## src/rtl/jsc_pkg.sv

```systemverilog
// Shared types, constants and literal tables for the JSON syntax checker.
// No dependencies.
`timescale 1ns / 1ps
package jsc_pkg;

  localparam int MAX_DEPTH    = 64;
  localparam int OFFSET_WIDTH = 16;
  localparam int DEPTH_W      = $clog2(MAX_DEPTH + 1);
  localparam int ADDR_W       = (MAX_DEPTH > 1) ? $clog2(MAX_DEPTH) : 1;

  localparam logic [3:0] E_OK       = 4'd0;
  localparam logic [3:0] E_ROOT     = 4'd1;
  localparam logic [3:0] E_EARLY    = 4'd2;
  localparam logic [3:0] E_KEY      = 4'd3;
  localparam logic [3:0] E_COLON    = 4'd4;
  localparam logic [3:0] E_NOVAL    = 4'd5;
  localparam logic [3:0] E_SEP      = 4'd6;
  localparam logic [3:0] E_TRAIL    = 4'd7;
  localparam logic [3:0] E_ESCAPE   = 4'd8;
  localparam logic [3:0] E_CONTROL  = 4'd9;
  localparam logic [3:0] E_LITERAL  = 4'd10;
  localparam logic [3:0] E_NUMBER   = 4'd11;
  localparam logic [3:0] E_CHAR     = 4'd12;
  localparam logic [3:0] E_AFTER    = 4'd13;
  localparam logic [3:0] E_DEPTH    = 4'd14;

  localparam logic [1:0] LIT_TRUE  = 2'd0;
  localparam logic [1:0] LIT_FALSE = 2'd1;
  localparam logic [1:0] LIT_NULL  = 2'd2;

  typedef enum logic [4:0] {
    M_ROOT, M_OBJ_OPEN, M_OBJ_COMMA, M_KEY_STR, M_KEY_ESC, M_OBJ_COLON,
    M_OBJ_VALUE, M_OBJ_AFTER, M_ARR_OPEN, M_ARR_COMMA, M_ARR_AFTER,
    M_VAL_STR, M_VAL_ESC, M_LIT, M_NUM_SIGN, M_NUM_INT, M_NUM_DOT,
    M_NUM_FRAC, M_NUM_EXP, M_NUM_EXPSIGN, M_NUM_EXPDIG, M_AFTER_ROOT, M_ERR
  } mode_t;

  typedef struct packed {
    logic clear;
    logic push;
    logic pop;
    logic kind;
  } stack_op_t;

  function automatic logic [2:0] lit_len(input logic [1:0] kind);
    case (kind)
      LIT_FALSE: lit_len = 3'd5;
      default:   lit_len = 3'd4;
    endcase
  endfunction

  function automatic logic [7:0] lit_char(input logic [1:0] kind, input logic [2:0] idx);
    logic [39:0] txt;
    case (kind)
      LIT_FALSE: txt = {8'h65, 8'h73, 8'h6C, 8'h61, 8'h66};
      LIT_NULL:  txt = {8'h00, 8'h6C, 8'h6C, 8'h75, 8'h6E};
      default:   txt = {8'h00, 8'h65, 8'h75, 8'h72, 8'h74};
    endcase
    case (idx)
      3'd0:    lit_char = txt[7:0];
      3'd1:    lit_char = txt[15:8];
      3'd2:    lit_char = txt[23:16];
      3'd3:    lit_char = txt[31:24];
      3'd4:    lit_char = txt[39:32];
      default: lit_char = 8'h00;
    endcase
  endfunction

endpackage

```

## src/rtl/jsc_stack.sv

```systemverilog
// Nesting stack: the top entry in a register, all entries in a synchronous memory.
// Depends on jsc_pkg.
`timescale 1ns / 1ps
module jsc_stack (
  input  logic                       clk,
  input  logic                       rst_n,
  input  jsc_pkg::stack_op_t         op,
  output logic [jsc_pkg::DEPTH_W-1:0] depth,
  output logic                       top,
  output logic                       below
);

  logic                        mem [jsc_pkg::MAX_DEPTH];
  logic [jsc_pkg::DEPTH_W-1:0] depth_r;
  logic [jsc_pkg::DEPTH_W-1:0] depth_nxt;
  logic [jsc_pkg::DEPTH_W-1:0] rd_ptr;
  logic                        top_r;
  logic                        rd_q_r;

  // The memory is read every cycle at the entry just under the next top,
  // so a pop always finds the new top waiting in the read register.
  always_comb begin
    depth_nxt = depth_r;
    if (op.clear) begin
      depth_nxt = '0;
    end else if (op.push) begin
      depth_nxt = depth_r + 1'b1;
    end else if (op.pop) begin
      depth_nxt = depth_r - 1'b1;
    end
    rd_ptr = depth_nxt - jsc_pkg::DEPTH_W'(2);
  end

  always_ff @(posedge clk) begin
    if (!rst_n) begin
      depth_r <= '0;
    end else begin
      depth_r <= depth_nxt;
    end
  end

  always_ff @(posedge clk) begin
    if (op.push) begin
      mem[depth_r[jsc_pkg::ADDR_W-1:0]] <= op.kind;
      top_r <= op.kind;
    end else if (op.pop) begin
      top_r <= rd_q_r;
    end
    rd_q_r <= mem[rd_ptr[jsc_pkg::ADDR_W-1:0]];
  end

  assign depth = depth_r;
  assign top   = top_r;
  assign below = rd_q_r;

endmodule

```

## config.mk

```make
export PLATFORM = sky130hd
export DESIGN_NAME = jsc_stack
export DESIGN_NICKNAME = d
export VERILOG_FILES = /design/src/rtl/jsc_pkg.sv /design/src/rtl/jsc_stack.sv
export SDC_FILE = /design/constraint.sdc
export NUM_CORES = 1
export LEC_CHECK = 0
export ABC_CLOCK_PERIOD_IN_PS = 5000
export BUFFER_PORTS_ARGS = -buffer_cell sky130_fd_sc_hd__buf_2
export CORE_MARGIN = 10
export CORE_UTILIZATION = 40
export DETAILED_ROUTE_END_ITERATION = 8
export SYNTH_ARGS = -nofsm -noshare
export SYNTH_HDL_FRONTEND = slang
export SYNTH_SLANG_ARGS = --single-unit
```

## constraint.sdc

```tcl
create_clock -name clk -period 5 [get_ports clk]
set_input_delay 0.25 -clock clk [delete_from_list [all_inputs] [get_ports clk]]
set_output_delay 0.25 -clock clk [all_outputs]
set_load 0.005 [all_outputs]
```

== After elaboration in Yosys (flattened, before gate mapping) ==
Memories as Yosys holds them, arrays and structs flattened. A register that Yosys moved wholly into a read port is not among the register bits.
Index checks and enable logic that the tools add are counted.

* Register bits: 8
* Bits in latches: 0
* Bits in writable memories: 64
* ROM bits: 0
* Bits of input ports: 6
* Logic and storage cells: 14
* Memories kept: 1

* Add/sub/neg operators: 3
* Multipliers: 0
* Divide/modulo/power cells: 0
* Magnitude comparators: 0
* Eq/ne operators: 0
* Shifts and indexed selects: 0
* Mux-type cells: 7
* Bitwise gates (word level): 0
* Reductions and logical operators: 1

{| class="wikitable"
|+ Memory list
! memory !! words !! width !! rd ports !! clocked after memory_dff !! write ports !! line !! RTL
|-
| mem || 64 || 1 || 1 || 1 || 1 || jsc_stack.sv:13 || <nowiki>logic mem [jsc_pkg::MAX_DEPTH];</nowiki>
|}

{| class="wikitable"
|+ Operators with widths
! operator !! number
|-
| $mux 7 || 3
|-
| $add 7x1->7 const B || 1
|-
| $sub 7x1->7 const B || 1
|-
| $sub 6x2->6 const B || 1
|-
| $mux 1 || 4
|-
| $reduce_bool 2->1 || 1
|}

== Logic depth before layout (Yosys ltp) ==
Gate-level depths: netlist of run 1.

* Word-level depth: 5
* Mapped depth: 12
* Gate-level depth less buffers: 11

== Worst setup path before layout of run 1 ==
OpenSTA, ideal clock, no wires.

* Kind: reg2reg
* Start point: register depth_r, in the netlist depth[0]
* End point: register rd_q_r (netlist: below), read port of mem
* Setup time: 122 ps
* Arrival time: 3056 ps
* Setup slack: 1823 ps
* Stages on the path, launching flop included: 12
* Buffers on the path: 3
* Period minus slack after synthesis: 3177 ps
* Cell sequence: dfxtp_1 > clkbuf_1 > inv_1 > ha_1 > a211o_1 > a21o_1 > buf_2 > buf_2 > ha_1 > mux4_2 > mux2i_1 > mux2i_1

* Word-level cells in the longest chain between the ends: 5

{| class="wikitable"
|+ RTL lines
! what !! line !! RTL
|-
| start, declared || jsc_stack.sv:14 || <nowiki>logic [jsc_pkg::DEPTH_W-1:0] depth_r;</nowiki>
|-
| start signal, assigned || jsc_stack.sv:38 || <nowiki>depth_r <= depth_nxt;</nowiki>
|-
| $sub 7x1->7 || jsc_stack.sv:29 || <nowiki>depth_nxt = depth_r - 1'b1;</nowiki>
|-
| $mux 7 || jsc_stack.sv:28 || <nowiki>end else if (op.pop) begin</nowiki>
|-
| $mux 7 (*) || jsc_stack.sv:26 || <nowiki>end else if (op.push) begin</nowiki>
|-
| $mux 7 (*) || jsc_stack.sv:24 || <nowiki>if (op.clear) begin</nowiki>
|-
| $sub 6x2->6 (*) || jsc_stack.sv:31 || <nowiki>rd_ptr = depth_nxt - jsc_pkg::DEPTH_W'(2);</nowiki>
|-
| end, declared || jsc_stack.sv:18 || <nowiki>logic rd_q_r;</nowiki>
|}

Every way passes the cells marked *; elsewhere a longest branch is shown, timed or not.
A chain may end at the register's enable or synchronous reset.

== Final worst setup path of run 1 ==
Same ends and word-level chain as after synthesis.

==> flow_metrics.tcl, run 1 <==
set metrics [dict create \
    fin_crit_sh 0.689 \
    startpoint_type "register" \
    cts_resized 0 \
    placed_area_um2 3680 \
    synth_warnings 0 \
    nets 314 \
    finClkSkew_ps 12.5 \
    die_w_um 115 \
    path_class "reg2reg" \
    endpoint "below" \
    worstPathArrival_ps 3660 \
    dp_hpwl_um 4720 \
    synth_area_leaders "edfxtp_1 55%, mux2i_1 15%, nor2_1 8.0%" \
    syn_area_per_cell_um2 12.0 \
    fin_util 0.443 \
    root_buffer "clkbuf_8" \
    synthDistinctLibCells 33 \
    period_needed_ps 3450 \
    dr.pass1.iters 5 \
    grt_first_pass_wirelength_um 11600 \
    clk_latency_ps 340 \
    postCtsSetupBuffers 0 \
    cts_tree "built" \
    synthArstFlopShare 0 \
    die_h_um 115 \
    slew_viol_final 0 \
    yosysTopAreaCell "edfxtp_1" \
    fin_ws_ps 1550 \
    synth-edff-count 65 \
    worst_pin_slew_ps 1020 \
    final_layout_size_suffix_gt1_frac 0.119 \
    ys_ff_latch 73 \
    max_cap_violations 0 \
    cts.sinks 73 \
    cp_max_fo 19 \
    synth_top_area_frac 0.546 \
    final.fill_count 816 \
    ir_drop_mv 0.204 \
    drt_iter0_markers 160 \
    synthCells 299 \
    fmax_ghz 0.290 \
    seqCellArea_um2 2110 \
    reg2reg_to "below" \
    htreeDepth 3 \
    rr_startpoint "depth[0]" \
    end_kind "register" \
    outcome "completed" \
    track_usage 0.115 \
    ys.flop_type "edfxtp_1" \
    cts.clk_slew.worst_paths_ps 80 \
    rsz0062_at_grt "false" \
    power_density_nw_per_um2 326 \
    multi_input_area_um2 1340 \
    clockBufferDepth 2 \
    vias 2179 \
    first_global_vias 2049 \
    netlist_area_um2 3580 \
    finalSetupViolations 0 \
    max_slew_margin 0.321 \
    diodes 0 \
    synth_most_common_cell "nor2_1" \
    cts_inserted_buffers 9 \
    grt_antenna_before_repair 0 \
    hold_viol_final 0 \
    totalWireLength_um 7410 \
    row_count 34 \
    ant_nets 0 \
    dp_slack_ps 1600 \
    grt_max_degree 66 \
    overflow 0 \
    ff2ff_setup_slack_ps 1550 \
    drc 0 \
    io_pins 15 \
    design_area_um2 3860 \
    dieArea_um2 13100 \
    wl_per_cell_um 17.7 \
    required_ps 5220 \
    synth_common_cells "76 x nor2_1, 65 x edfxtp_1, 53 x mux2i_1, 15 x nand2_1, 9 x clkbuf_1" \
    holdBufCountCts 0 \
    cellLeakagePower_nw 1.47 \
    reg2regPathDepth 8 \
    synth_fp_nets 308 \
    tns_ps 0 \
    min_path_type "in2reg" \
    start_util 0.410 \
    vias_per_cell 5.21 \
    finalWeightedCongestion 0.800 \
    area_delta_synth_final_pct 7.97 \
    core_um2 8720 \
    ys_seq_area_frac 0.590 \
    port_buffers 14 \
    cp-startpoint "depth[0]" \
]
[worst max-delay path: stages (launching register included)]
cell     delay [ps]
dfxtp_1         610
inv_1           160
ha_1            340
a211o_1         290
a21o_1          530
ha_1            610
mux4_2          540
mux2i_1         140
mux2i_1          90
[flip-flops by register name, indices dropped and copies added, names as in the netlist]
| signal | count |
|---|---|
| depth | 7 |
| below | 1 |
| mem | 64 |
| top | 1 |
[cell usage in the layout (no fill, tap or decap), drive strengths merged, types with 6 or more instances in the layout]
master / count
nor2: 76
edfxtp: 65
mux2i: 53
nand2: 15
buf: 14
clkbuf: 10
dfxtp: 8
nand3: 7
inv: 6
nor3: 6
[power by group]
| part | internal (W) | switching [W] |
|---|---|---|
| registers | 0.000673 | 0.0000108 |
| logic | 0.0000602 | 0.0000760 |
| clock network | 0.000227 | 0.000212 |
| total | 0.000961 | 0.000299 |
[cell families after synthesis]
logic type,synth area share
simple gates,0.156
mux,0.177
compound gates,0.0154
xor+xnor,0.0147
fa+ha+maj,0.0105
flops,0.590
buf+inv,0.0364
[layer usage]
metal,vias up,track usage,part of all wire
li1,1071,-,-
met1,1066,0.155,0.46
met2,37,0.179,0.50
met3,5,0.0220,0.037
met4,0,0.0401,0.0093
met5,-,0,0
[through the flow]
stage,power (W),cells,hold WS [ps]
2_1_floorplan,0.000799,299,349
3_3_place_gp,0.000834,402,533
3_5_place_dp,0.000836,402,528
4_1_cts,0.00127,418,182
5_1_grt,0.00130,418,210
6_report,0.00126,418,203
[final cells by class]
| type | instances | share of cell area |
|---|---|---|
| inverters | 6 | 0.00583 |
| flip-flops and latches | 73 | 0.547 |
| multi-input cells | 201 | 0.346 |
| repair buffers | 14 | 0.0181 |
| clock buffers | 10 | 0.0330 |
| well taps | 108 | 0.0350 |
| clock inverters | 6 | 0.0152 |
[how the worst min path moves through the flow]
| stage | startpoint | end | slack, ps | cells past startpoint |
|---|---|---|---|---|
| floorplan | op[0] | mem[0] | 350 | 0 |
| global placement | depth[6] | depth[6] | 530 | 2 |
| detailed placement | depth[6] | depth[6] | 530 | 2 |
| CTS | rst_n | depth[2] | 180 | 3 |
| global route | rst_n | depth[2] | 210 | 3 |
| finish | rst_n | depth[2] | 200 | 3 |
Power figures use the tool's default switching activity.
==> inputs of run 2 (changes only) <==
--- a/config.mk
+++ b/config.mk
@@ -5,7 +5,8 @@
 export SDC_FILE = /design/constraint.sdc
 export NUM_CORES = 1
 export LEC_CHECK = 0
-export ABC_CLOCK_PERIOD_IN_PS = 5000
+export ABC_AREA = 1
+export ABC_CLOCK_PERIOD_IN_PS = 2750
 export BUFFER_PORTS_ARGS = -buffer_cell sky130_fd_sc_hd__buf_2
 export CORE_MARGIN = 10
 export CORE_UTILIZATION = 40
==> constraint.sdc (replaced) <==
create_clock -name clk -period 2.75 [get_ports clk]
set_input_delay 0.1375 -clock clk [delete_from_list [all_inputs] [get_ports clk]]
set_output_delay 0.1375 -clock clk [all_outputs]
set_load 0.005 [all_outputs]
==> run 2 against run 1 <==
Final area rose by 12%. Clock power up 110%. Hold slack got worse by 160 ps. Wire length increased by 34%. Worst setup slack worse by 1300 ps. First-iteration DRC count is 38% higher. Utilization rose by 0.50 points. Clock skew down 3.2 ps. Final cell count is 47% higher. Area after synthesis up 11%.
==> flow_metrics.tcl, run 2 <==
set metrics [dict create \
    hold_ws_ps 45.4 \
    cp_max_fo 9 \
    die_w_um 119 \
    fmax_ghz 0.408 \
    synth-edff-count 65 \
    hold_viol_final 0 \
    synth_common_cells "80 x nor2_1, 76 x inv_1, 76 x nand2_1, 72 x nand3_1, 65 x edfxtp_1" \
    cpMaxStageDelayCell "dfxtp_1" \
    holdBufCountCts 0 \
    startpoint_type "register" \
    vias_per_cell 5.14 \
    required_ps 3000 \
    track_usage 0.144 \
    layout_commonest_cell "nor2_1" \
    max_cap_violations 0 \
    final_cell_mix "80 x nor2_1, 76 x inv_1, 76 x nand2_1, 72 x nand3_1, 65 x edfxtp_1" \
    nets 487 \
    final_layout_size_suffix_gt1_frac 0.124 \
    clockBufferDepth 2 \
    area_delta_synth_final_pct 9.72 \
    core_um2 9680 \
    outcome "completed" \
    synth_fp_nets 474 \
    fin_cells 616 \
    min_path_type "in2reg" \
    worst_pin_slew_ps 1030 \
    dr.pass1.iters 5 \
    grt_first_pass_wirelength_um 16200 \
    ant_nets 0 \
    crit_family "adder cells" \
    cts_inserted_buffers 9 \
    root_buffer "clkbuf_8" \
    rsz0062_at_grt "false" \
    worstPathArrival_ps 2700 \
    wl_per_cell_um 16.1 \
    drc 0 \
    end_kind "register" \
    grt_max_degree 66 \
    start_util 0.408 \
    ys.flop_type "edfxtp_1" \
    critPathMostFrequentCell "nand3_1" \
    totalWireLength_um 9940 \
    slew_viol_final 0 \
    first_global_vias 3099 \
    power_density_nw_per_um2 580 \
    synth_warnings 0 \
    synth_area_leaders "edfxtp_1 49%, nand3_1 9.1%, nor2_1 7.6%" \
    io_pins 15 \
    diodes 0 \
    finClkSkew_ps 9.29 \
    period_needed_ps 2450 \
    path_cells "inv_2 -> ha_1 -> inv_1 -> a21oi_1 -> o211ai_1 -> ha_1 -> inv_1 -> nand3_1 -> nand3_1 -> nand3_1 -> nand3_1 -> nand2_1" \
    drt_iter0_markers 221 \
    power.total_w 0.00252 \
    dieArea_um2 14300 \
    netlist_area_um2 3950 \
    postCtsSetupBuffers 0 \
    grt_antenna_before_repair 0 \
    finalSetupViolations 0 \
    path_class "reg2reg" \
    largest_reg_flops 64 \
    cpPeakStageDelay_ps 460 \
    ir_drop_mv 0.386 \
    ys_ff_latch 73 \
    synth_top_area_frac 0.494 \
    tns_ps 0 \
    worstPathBufferInverterCount 3 \
    synthCells 465 \
    placed_area_um2 4120 \
    yosysTopAreaCell "edfxtp_1" \
    vias 3169 \
    cts_tree "built" \
    dp_cells 600 \
    syn_area_per_cell_um2 8.50 \
    row_count 36 \
    finalWeightedCongestion 0.877 \
    clk_latency_ps 350 \
    synth_most_common_cell "nor2_1" \
    max_slew_margin 0.311 \
    cts_resized 0 \
    dp_hpwl_um 6590 \
    htreeDepth 3 \
    synthArstFlopShare 0 \
    cellLeakagePower_nw 1.81 \
    ys_seq_area_frac 0.534 \
    design_area_um2 4340 \
    cts.clk_slew.worst_paths_ps 90 \
    synthDistinctLibCells 29 \
    die_h_um 119 \
    overflow 0 \
    cts.sinks 73 \
    fin_crit_sh 0.891 \
    port_buffers 14 \
]
## run 2: cell types whose count changed in the layout (fill, tap and decap cells not counted), moves of 4 or more
cell / before / now
mux2i_1: 53 / 0
nand2_2: 0 / 6
nand3_2: 0 / 5
inv_1: 6 / 76
mux4_2: 4 / 0
inv_2: 0 / 5
buf_4: 0 / 7
o211ai_1: 0 / 5
nand2_1: 15 / 76
nor2_1: 76 / 80
nand2b_1: 4 / 0
nand4_1: 2 / 23
nand3_1: 7 / 72
nor2b_1: 4 / 0
## run 2: path summary, 6_finish.rpt
check	startpoint	endpoint	slack [ps]	cells after the start
hold / removal	rst_n	depth[6]	50	3
setup reg to reg	depth[0]	below	300	12
setup / recovery	depth[0]	below	300	12
hold reg to reg	depth[6]	depth[6]	480	1
## run 2: power breakdown
| group | internal, W | leakage, nW | total (W) | switching [W] |
|---|---|---|---|---|
| registers | 0.00122 | 0.652 | 0.00124 | 0.0000185 |
| clock network | 0.000510 | 0.109 | 0.000940 | 0.000429 |
| logic | 0.000105 | 1.05 | 0.000335 | 0.000230 |
## run 2: cell type report
type	instances	area [um2]
Clock buffer	9	124
Clock inverter	7	95.1
Fill cell	954	5350
Inverter	81	304
Multi-Input combinational cell	292	1410
Sequential cell	73	2110
Tap cell	133	166
Timing Repair Buffer	21	123
## run 2: layer usage
metal	GRT usage	up-vias	part of all wire
met2	0.234	87	0.47
met5	0	-	0
li1	-	1551	-
met3	0.0312	20	0.050
met1	0.182	1511	0.45
met4	0.0581	0	0.026
## run 2: cell families after synthesis
family                     synth area share
AOI/OAI and AO/OA                    0.0168
xor gates and xnor gates            0.00443
adders and majority gates           0.00949
buffers and inverters                 0.108
DFF                                   0.534
and+or+nand+nor                       0.327
## run 2: tightest hold or removal path: stages
cell and delay, ps:
buf_2 110, o211ai_1 70, a31oi_1 40
## run 2: stage by stage
stage	utilization	worst slack, ps
floorplan	-	392
global placement	0.425	482
detailed placement	0.425	356
CTS	0.448	301
global route	0.448	60.2
finish	0.448	300
==> inputs of run 3 (changes only) <==
--- a/config.mk
+++ b/config.mk
@@ -8,7 +8,6 @@
 export ABC_AREA = 1
 export ABC_CLOCK_PERIOD_IN_PS = 2750
 export BUFFER_PORTS_ARGS = -buffer_cell sky130_fd_sc_hd__buf_2
-export CORE_MARGIN = 10
 export CORE_UTILIZATION = 40
 export DETAILED_ROUTE_END_ITERATION = 8
 export SYNTH_ARGS = -nofsm -noshare
==> run 3 against run 2 <==
Clock skew up 3.7 ps. Largest power group unchanged. Critical path type unchanged. Via count shrank 0.35%. Total power fell by 1.2%. Worst setup slack improved by 79 ps. Critical path depth stayed put. Wire length is 1.7% lower.
==> flow_metrics.tcl, run 3 (synthesis results as in run 2) <==
set metrics [dict create \
    outcome "completed" \
    grt_max_degree 66 \
    finalWeightedCongestion 0.894 \
    overflow 0 \
    cp_max_fo 9 \
    holdBufCountCts 0 \
    finClkSkew_ps 13.0 \
    dp_hpwl_um 6340 \
    cpPeakStageDelay_ps 460 \
    final_cell_mix "80 x nor2_1, 76 x inv_1, 76 x nand2_1, 72 x nand3_1, 65 x edfxtp_1" \
    cts_resized 0 \
    die_h_um 101 \
    vias 3158 \
    fin_ws_ps 379 \
    finalSetupViolations 0 \
    wl_per_cell_um 16.0 \
    grt_first_pass_wirelength_um 15700 \
    diodes 0 \
    cts.clk_slew.worst_paths_ps 80 \
    worstPathBufferInverterCount 3 \
    dr.pass1.iters 5 \
    layout_commonest_cell "nor2_1" \
    power_density_nw_per_um2 575 \
    cts.sinks 73 \
    cpMaxStageDelayCell "dfxtp_1" \
    ir_drop_mv 0.428 \
    path_cells "inv_2 -> ha_1 -> inv_1 -> a21oi_1 -> o211ai_1 -> ha_1 -> inv_1 -> nand3_1 -> nand3_1 -> nand3_1 -> nand3_1 -> nand2_1" \
    max_slew_margin 0.348 \
    max_cap_violations 0 \
    row_count 35 \
    ant_nets 0 \
    cts_tree "built" \
    worst_pin_slew_ps 978 \
    grt_antenna_before_repair 0 \
    io_pins 15 \
    totalWireLength_um 9770 \
    fin_util 0.459 \
    cts_inserted_buffers 9 \
    path_class "reg2reg" \
    port_buffers 14 \
    start_util 0.420 \
    design_area_um2 4320 \
    vias_per_cell 5.17 \
    clk_latency_ps 360 \
    end_kind "register" \
    final_layout_size_suffix_gt1_frac 0.120 \
    fin_crit_sh 0.862 \
    root_buffer "clkbuf_8" \
    drc 0 \
    track_usage 0.211 \
    tns_ps 0 \
    fin_cells 611 \
    rr_startpoint "depth[0]" \
    min_path_type "in2reg" \
    fmax_ghz 0.422 \
    startpoint_type "register" \
    die_w_um 101 \
    dieArea_um2 10300 \
    nets 487 \
    postCtsSetupBuffers 0 \
    rsz0062_at_grt "false" \
    crit_family "adder cells" \
    largest_reg_flops 64 \
    htreeDepth 3 \
    cellLeakagePower_nw 1.80 \
    dp_cells 596 \
    period_needed_ps 2370 \
    critPathMostFrequentCell "nand3_1" \
    drt_iter0_markers 273 \
    cp-startpoint "depth[0]" \
    slew_viol_final 0 \
    core_um2 9420 \
    placed_area_um2 4110 \
    hold_path.startpoint "rst_n" \
    area_delta_synth_final_pct 9.30 \
    first_global_vias 2853 \
    hold_viol_final 0 \
    required_ps 3000 \
    dp_slack_ps 435 \
    clockBufferDepth 2 \
    worstPathArrival_ps 2630 \
]
-- run 3: worst register-to-register path, cell delays in order (launching register included) --
cell and delay [ps]:
dfxtp_1 460, inv_2 160, ha_1 310, inv_1 50
a21oi_1 160, o211ai_1 140, ha_1 310, inv_1 250
nand3_1 120, nand3_1 100, nand3_1 80, nand3_1 80
nand2_1 50
-- run 3: stage by stage --
step | total power [W] | hold WS [ps]
CTS | 0.00250 | 37.5
finish | 0.00249 | 42.0
global placement | 0.00159 | 408
detailed placement | 0.00160 | 416
floorplan | 0.00149 | 236
global route | 0.00258 | 58.5
-- run 3: path summary, 6_finish.rpt --
path / cells after the start / slack, ps / end
setup / recovery: 12 / 380 / below
hold / removal: 3 / 40 / depth[6]
setup reg to reg: 12 / 380 / below
hold reg to reg: 1 / 470 / depth[6]
-- run 3: metal layers --
layer / global-route usage / vias to the layer above / routed length [um]
met2: 0.332 / 95 / 4570
met3: 0.0469 / 11 / 579
li1: - / 1548 / -
met1: 0.293 / 1504 / 4500
met5: 0 / - / 0
met4: 0.0602 / 0 / 120
-- run 3: cell type report --
| class | instances | area (um2) |
|---|---|---|
| fill | 922 | 5090 |
| sequential | 73 | 2110 |
| multi-input combinational | 292 | 1410 |
| inverter | 81 | 304 |
| tap | 129 | 161 |
| clock buffer | 9 | 124 |
| timing repair buffer | 21 | 123 |
| clock inverter | 6 | 83.8 |
-- run 3: power by group --
part           internal, W  switching, W
clock network     0.000501      0.000411
logic             0.000104      0.000229
registers          0.00122     0.0000170
